File: src/rtl/mhpq_pkg.sv
package mhpq_pkg;

  // Heap geometry
  localparam int CAPACITY = 64;
  localparam int IDX_W    = $clog2(CAPACITY);
  localparam int CNT_W    = $clog2(CAPACITY + 1);
  // child index width, wide enough for 2*pos+2 without wrapping
  localparam int CH_W     = IDX_W + 2;

  // Field widths
  localparam int VAL_W    = 32;
  localparam int STAT_W   = 2;
  localparam int OUT_RAW  = VAL_W + 1 + CNT_W + STAT_W;
  localparam int OUT_W    = ((OUT_RAW + 7) / 8) * 8;

  // Operation selector
  localparam logic ACT_PUSH = 1'b0;
  localparam logic ACT_POP  = 1'b1;

  // Status codes
  localparam logic [STAT_W-1:0] ST_OK        = 2'd0;
  localparam logic [STAT_W-1:0] ST_POP_EMPTY = 2'd1;
  localparam logic [STAT_W-1:0] ST_PUSH_FULL = 2'd2;

  // Compare unit choice: which of the three candidates is largest
  typedef enum logic [1:0] {
    SEL_BASE,
    SEL_A,
    SEL_B
  } sel_t;

endpackage

File: src/rtl/mhpq_cmp.sv
// Best of three by strict signed greater-than; a beats base first,
// then b beats the running best, so ties go to the earlier candidate.
module mhpq_cmp
  import mhpq_pkg::*;
(
  input  logic signed [VAL_W-1:0] base,
  input  logic signed [VAL_W-1:0] cand_a,
  input  logic                    cand_a_ok,
  input  logic signed [VAL_W-1:0] cand_b,
  input  logic                    cand_b_ok,
  output sel_t                    sel
);

  logic signed [VAL_W-1:0] best_ab;
  logic                    a_wins;

  always_comb begin
    a_wins  = cand_a_ok && (cand_a > base);
    best_ab = a_wins ? cand_a : base;
    if (cand_b_ok && (cand_b > best_ab)) begin
      sel = SEL_B;
    end else if (a_wins) begin
      sel = SEL_A;
    end else begin
      sel = SEL_BASE;
    end
  end

endmodule

File: src/rtl/max_heap_priority_queue.sv
// Binary max-heap priority queue of signed 32-bit values, 64 entries.
// Input channel: in_tuser selects the operation (0 push, 1 pop maximum),
// in_tdata carries the value for a push. One transaction in gives exactly
// one transaction out describing the heap after the operation: maximum
// (0 when empty), empty flag, entry count and status.
// A pop on an empty heap leaves it unchanged and reports status 1; a push
// on a full heap is dropped and reports status 2.
// A push writes its value at the end and climbs level by level while it beats
// its parent; a pop moves the last entry to the root and descends level by
// level, or ends with no descent when it empties the heap. In a 64-entry heap
// a push climbs at most 6 levels and a pop descends at most 5.
// in_tready returns as the result is registered. Each level costs one
// registered memory read (two read ports, one write port) followed by one
// pass through the shared comparator. Status-only cases go from acceptance
// straight to the done state without touching the heap store.
// One transaction in flight; in_tready is high while the sequencer is idle.
// The result sits in an output register, so the next transaction may be
// taken while the receiver stalls; the sequencer then holds its finished
// result until the output register frees up. Reset empties the heap at once.
module max_heap_priority_queue
  import mhpq_pkg::*;
(
  input  logic              clk,
  input  logic              rst_n,
  input  logic              in_tvalid,
  output logic              in_tready,
  input  logic [VAL_W-1:0]  in_tdata,   // [31:0] value
  input  logic              in_tuser,   // [0] action
  output logic              out_tvalid,
  input  logic              out_tready,
  output logic [OUT_W-1:0]  out_tdata   // [31:0] top_value, [32] is_empty,
                                        // [39:33] entry_count, [41:40] status
);

  typedef enum logic [2:0] {
    S_IDLE,
    S_POP_LD,
    S_UP_RD,
    S_UP_CMP,
    S_DN_RD,
    S_DN_CMP,
    S_DONE
  } state_t;

  state_t                  state_r, state_nxt;
  logic [CNT_W-1:0]        cnt_r, cnt_nxt;
  logic [IDX_W-1:0]        pos_r, pos_nxt;
  logic signed [VAL_W-1:0] val_r, val_nxt;
  logic signed [VAL_W-1:0] top_r, top_nxt;
  logic [STAT_W-1:0]       status_r, status_nxt;
  logic                    out_valid_r, out_valid_nxt;
  logic [OUT_W-1:0]        out_tdata_r, out_tdata_nxt;

  // heap store: one write port, two registered read ports
  logic signed [VAL_W-1:0] mem [CAPACITY];
  logic signed [VAL_W-1:0] rdata0_r, rdata1_r;
  logic [IDX_W-1:0]        ra0, ra1, wa;
  logic signed [VAL_W-1:0] wd;
  logic                    we;

  logic [IDX_W-1:0]        parent;
  logic [CH_W-1:0]         lc, rc;
  logic                    lc_ok, rc_ok;
  logic                    in_fire;

  // shared comparator operands
  logic signed [VAL_W-1:0] cmp_base, cmp_a, cmp_b;
  logic                    cmp_a_ok, cmp_b_ok;
  sel_t                    cmp_sel;

  assign in_tready  = (state_r == S_IDLE);
  assign in_fire    = in_tvalid && in_tready;
  assign out_tvalid = out_valid_r;
  assign out_tdata  = out_tdata_r;

  // tree navigation
  assign parent = (pos_r - IDX_W'(1)) >> 1;
  assign lc     = CH_W'({pos_r, 1'b1});
  assign rc     = CH_W'({pos_r, 1'b0}) + CH_W'(2);
  assign lc_ok  = lc < CH_W'(cnt_r);
  assign rc_ok  = rc < CH_W'(cnt_r);

  // up: child value competes against its parent; down: node against children
  always_comb begin
    if (state_r == S_UP_CMP) begin
      cmp_base = rdata0_r;
      cmp_a    = val_r;
      cmp_a_ok = 1'b1;
      cmp_b    = rdata1_r;
      cmp_b_ok = 1'b0;
    end else begin
      cmp_base = val_r;
      cmp_a    = rdata0_r;
      cmp_a_ok = lc_ok;
      cmp_b    = rdata1_r;
      cmp_b_ok = rc_ok;
    end
  end

  mhpq_cmp u_cmp (
    .base      (cmp_base),
    .cand_a    (cmp_a),
    .cand_a_ok (cmp_a_ok),
    .cand_b    (cmp_b),
    .cand_b_ok (cmp_b_ok),
    .sel       (cmp_sel)
  );

  // sequencer
  always_comb begin
    state_nxt     = state_r;
    cnt_nxt       = cnt_r;
    pos_nxt       = pos_r;
    val_nxt       = val_r;
    status_nxt    = status_r;
    out_valid_nxt = out_valid_r && !out_tready;
    out_tdata_nxt = out_tdata_r;
    ra0           = lc[IDX_W-1:0];
    ra1           = rc[IDX_W-1:0];
    wa            = pos_r;
    wd            = val_r;
    we            = 1'b0;

    case (state_r)
      S_IDLE: begin
        ra0 = IDX_W'(cnt_r - CNT_W'(1));
        if (in_fire) begin
          status_nxt = ST_OK;
          if (in_tuser == ACT_PUSH) begin
            if (cnt_r == CNT_W'(CAPACITY)) begin
              status_nxt = ST_PUSH_FULL;
              state_nxt  = S_DONE;
            end else begin
              val_nxt   = in_tdata;
              pos_nxt   = cnt_r[IDX_W-1:0];
              cnt_nxt   = cnt_r + CNT_W'(1);
              state_nxt = S_UP_RD;
            end
          end else begin
            if (cnt_r == '0) begin
              status_nxt = ST_POP_EMPTY;
              state_nxt  = S_DONE;
            end else begin
              cnt_nxt   = cnt_r - CNT_W'(1);
              state_nxt = S_POP_LD;
            end
          end
        end
      end
      S_POP_LD: begin
        // last entry now in rdata0_r; it restarts from the root
        val_nxt = rdata0_r;
        pos_nxt = '0;
        if (cnt_r == '0) begin
          state_nxt = S_DONE;
        end else begin
          state_nxt = S_DN_RD;
        end
      end
      S_UP_RD: begin
        ra0 = parent;
        if (pos_r == '0) begin
          we        = 1'b1;
          state_nxt = S_DONE;
        end else begin
          state_nxt = S_UP_CMP;
        end
      end
      S_UP_CMP: begin
        we = 1'b1;
        if (cmp_sel == SEL_A) begin
          wd        = rdata0_r;
          pos_nxt   = parent;
          state_nxt = S_UP_RD;
        end else begin
          state_nxt = S_DONE;
        end
      end
      S_DN_RD: begin
        state_nxt = S_DN_CMP;
      end
      S_DN_CMP: begin
        we = 1'b1;
        case (cmp_sel)
          SEL_A: begin
            wd        = rdata0_r;
            pos_nxt   = lc[IDX_W-1:0];
            state_nxt = S_DN_RD;
          end
          SEL_B: begin
            wd        = rdata1_r;
            pos_nxt   = rc[IDX_W-1:0];
            state_nxt = S_DN_RD;
          end
          default: begin
            state_nxt = S_DONE;
          end
        endcase
      end
      S_DONE: begin
        if (!out_valid_r || out_tready) begin
          out_valid_nxt = 1'b1;
          out_tdata_nxt = OUT_W'({status_r, cnt_r, (cnt_r == '0),
                                  ((cnt_r == '0) ? '0 : top_r)});
          state_nxt     = S_IDLE;
        end
      end
      default: begin
        state_nxt = S_IDLE;
      end
    endcase

    // root copy tracks every write to the root slot
    top_nxt = (we && (wa == '0)) ? wd : top_r;
  end

  always_ff @(posedge clk) begin
    if (!rst_n) begin
      state_r     <= S_IDLE;
      cnt_r       <= '0;
      out_valid_r <= 1'b0;
    end else begin
      state_r     <= state_nxt;
      cnt_r       <= cnt_nxt;
      out_valid_r <= out_valid_nxt;
    end
    pos_r       <= pos_nxt;
    val_r       <= val_nxt;
    top_r       <= top_nxt;
    status_r    <= status_nxt;
    out_tdata_r <= out_tdata_nxt;
  end

  // heap store
  always_ff @(posedge clk) begin
    if (we) begin
      mem[wa] <= wd;
    end
    rdata0_r <= mem[ra0];
    rdata1_r <= mem[ra1];
  end

  // checks
  a_cnt_range: assert property (@(posedge clk) disable iff (!rst_n)
    cnt_r <= CNT_W'(CAPACITY))
    else $error("fill count beyond capacity");

  a_write_busy: assert property (@(posedge clk) disable iff (!rst_n)
    we |-> (state_r != S_IDLE && state_r != S_DONE))
    else $error("store written outside a sift");

  a_dn_pos: assert property (@(posedge clk) disable iff (!rst_n)
    (state_r == S_DN_RD) |-> (CNT_W'(pos_r) < cnt_r))
    else $error("sift-down position outside heap");

  a_full_status: assert property (@(posedge clk) disable iff (!rst_n)
    (state_r == S_DONE && status_r == ST_PUSH_FULL) |-> (cnt_r == CNT_W'(CAPACITY)))
    else $error("push-full status with room left");

  a_pop_empty: assert property (@(posedge clk) disable iff (!rst_n)
    (in_fire && in_tuser == ACT_POP && cnt_r == '0) |=> (status_r == ST_POP_EMPTY))
    else $error("pop on empty not flagged");

endmodule

File: config.mk
export PLATFORM = sky130hd
export DESIGN_NAME = max_heap_priority_queue
export DESIGN_NICKNAME = d
export VERILOG_FILES = /design/src/rtl/mhpq_pkg.sv /design/src/rtl/mhpq_cmp.sv /design/src/rtl/max_heap_priority_queue.sv
export SDC_FILE = /design/constraint.sdc
export NUM_CORES = 2
export LEC_CHECK = 0
export ABC_AREA = 1
export BUFFER_PORTS_ARGS = -buffer_cell sky130_fd_sc_hd__buf_2
export CAP_MARGIN = 20
export CORE_UTILIZATION = 45
export DETAILED_ROUTE_END_ITERATION = 10
export PLACE_DENSITY = 0.58
export SLEW_MARGIN = 20
export SYNTH_ARGS = -nofsm -noshare
export SYNTH_HDL_FRONTEND = slang
export SYNTH_SLANG_ARGS = --single-unit
export TNS_END_PERCENT = 30
File: constraint.sdc
create_clock -name clk -period 12.4 [get_ports clk]
set_input_delay 2.48 -clock clk [delete_from_list [all_inputs] [get_ports clk]]
set_output_delay 2.48 -clock clk [all_outputs]
set_load 0.02 [all_outputs]
==> results_dict.tcl <==
set metrics [dict create \
    layout_commonest_cell "edfxtp_1" \
    synth.distinct_cells 48 \
    grt_pass1_wl_mm 499 \
    syn_area_mm2 0.101 \
    dieArea_mm2 0.226 \
    grt-ovfl-total 0 \
    drt_iter0_markers 11300 \
    detailedPlace.worstSlack_ps 3910 \
    max_slew_margin_pct 17.0 \
    initial_utilization_pct 45.3 \
    async_reset_ff_share_pct 0 \
    numCtsBuffers 228 \
    wirelength_mm 352 \
    crit_fanout 73 \
    synth_top_area_cell "edfxtp_1" \
    final_cell_mix "edfxtp_1 (2,162), nor2_1 (1,459), o21ai_0 (1,287)" \
    synth_fa_ha_area_share_pct 0.609 \
    rows 173 \
    drive_gt1_share_pct 9.21 \
    grt_pass1_vias 70100 \
    ys_ff_latch 2237 \
    cts_buffer_depth 3 \
    via_per_inst 6.31 \
    fin_crit_sh_pct 68.0 \
    path_clk_slew_ps 70 \
    yosysSeqAreaShare_pct 66.0 \
    ios 87 \
    place.gp.congestion 0.901 \
    grt.total_usage_pct 30.6 \
    cts_hold_buf 0 \
    finalCriticalPeriod_ps 8440 \
    cts_resized 0 \
    synthMuxAreaShare_pct 0.00994 \
    wl_per_cell_um 29.1 \
    synth_compound_area_share_pct 17.5 \
    placedInstanceArea_mm2 0.104 \
    htree_levels 4 \
    outcome "finished, final reports clean" \
    die_w_um 475 \
    hp-class "reg -> reg" \
    synth-edff-count 2162 \
    synthCells 9130 \
    cp-end-kind "flop" \
    fin_skew_ps 40.1 \
    cp.arrival_ps 9010 \
    cpMostUsedCell "a21oi_1" \
    cpMaxStageDelayCell "nand4_1" \
    startpoint_type "flop" \
    synth_area_per_cell_um2 11.0 \
    slew_viol_final 0 \
    finalHoldViolations 0 \
    tightest_slew_ps 1230 \
    drc 0 \
    synth-simple-area-share_pct 11.0 \
    netlist_top_cells_area "edfxtp_1 (64%), o21ai_0 (6.4%), nor2_1 (5.7%)" \
    vias 76300 \
    yosysWarnings 0 \
    core_region_area_mm2 0.222 \
    clk_latency_ps 910 \
    finish.utilization_pct 50.3 \
    fmax_mhz 119 \
    cts_tree "done" \
    cts_sinks 2237 \
    die_h_um 475 \
    syn_to_final_growth_pct 11.0 \
    synth-xor-area-share_pct 0.217 \
    antenna_found_initial 16 \
    post_cts_buffers 0 \
    grt_max_degree 157 \
    crit_path_max_incr_delay_ps 770 \
    required_ps 12970 \
    final_nets 8988 \
    stdcell_area_mm2 0.112 \
    finalSetupTns_ps 0 \
    crit_type "reg -> reg" \
    dp_hpwl_mm 194 \
    maxCapViolations 0 \
    firstDrtPassIters 6 \
    clock-root-buffer "clkbuf_16" \
    synth_top_family_by_area "compound AO/OA/AOI/OAI gates" \
    synth-main-ff-cell "edfxtp_1" \
    setup_slack_ps 3960 \
    setup_viol 0 \
    io_buffers 80 \
    ant_nets 0 \
    rsz0062_at_grt "no" \
    synth_top_area_share_pct 64.5 \
]
[final cells by class]
class / count / area, µm²
Clock buffer: 300 / 6150
Fill cell: 19400 / 111000
Clock inverter: 128 / 1380
Antenna cell: 4 / 10.0
Inverter: 427 / 1660
Sequential cell: 2237 / 66400
Multi-Input combinational cell: 5737 / 30400
Timing Repair Buffer: 271 / 2050
Tap cell: 2975 / 3720
[cells in the mapped netlist (2+ instances only)]
cell type / count
o31ai_1: 3
a221oi_1: 2
inv_1: 419
a21oi_1: 427
dfxtp_1: 75
buf_4: 26
ha_1: 49
or2_2: 101
a31oi_1: 35
and3_1: 3
clkbuf_1: 528
buf_6: 6
o21ai_1: 22
buf_2: 127
o22ai_1: 286
nand2_2: 2
xnor2_1: 13
nand3b_1: 32
nor3_1: 10
nand4_1: 17
nand2_1: 727
nand3_2: 2
o221a_2: 2
edfxtp_1: 2162
o311ai_0: 196
o311ai_1: 54
o221ai_1: 6
o21ai_0: 1288
nor2_1: 1526
buf_1: 47
a32oi_1: 33
inv_2: 7
a211oi_1: 3
o211ai_1: 498
nand3_1: 308
o32ai_1: 64
xor2_1: 12
nor2_2: 2
[per-layer routing]
metal	up-vias	global-route usage [%]	part of all wire (%)
met2	4668	45.6	44
li1	33200	-	-
met4	6	11.3	3.9
met1	37700	43.5	41
met5	-	0	0.012
met3	720	6.98	11
[logic make-up after synthesis]
family	after synthesis
adder cells (fa/ha/maj)	49
multiplexers	1
AND/OR/NAND/NOR	2733
flip-flops	2237
buffers and inverters	1161
other	1
XOR/XNOR	25
AO/OA/AOI/OAI	2923
[critical path, delay by kind of cell, from the launching register on]
| kind | cells | cell delay [ps] |
|---|---|---|
| flip-flops | 1 | 640 |
| buffers and inverters | 4 | 2240 |
| AND/OR/NAND/NOR | 17 | 3970 |
| AO/OA/AOI/OAI | 6 | 690 |
| adder cells (fa/ha/maj) | 1 | 380 |
[through the flow]
stage,hold slack (ps),cells
floorplan,400,9135
global placement,401,11600
detailed placement,408,11600
CTS,423,12100
global route,435,12100
finish,422,12100
[flip-flops by register name, indices dropped and copies added, names as in the netlist]
name,cells
out_tvalid,1
val_r,32
state_r,3
pos_r,6
status_r,2
mem,2048
out_tdata,42
cmp_b,32
cnt_r,7
rdata0_r,32
top_r,32
[final timing paths]
check / start / end / slack (ps) / cells after the start
hold reg to reg: status_r[0]$_SDFFCE_PN0P_ / out_tdata[40]$_DFFE_PP_ / 420 / 0
setup reg to reg: state_r[1]$_SDFFE_PN0P_ / mem[56][8]$_DFFE_PP_ / 3960 / 28
setup / recovery: state_r[1]$_SDFFE_PN0P_ / mem[56][8]$_DFFE_PP_ / 3960 / 28
hold / removal: status_r[0]$_SDFFCE_PN0P_ / out_tdata[40]$_DFFE_PP_ / 420 / 0
Power is not shown: default switching activity piles up to over one toggle a cycle in this logic, so the estimate is an artifact.
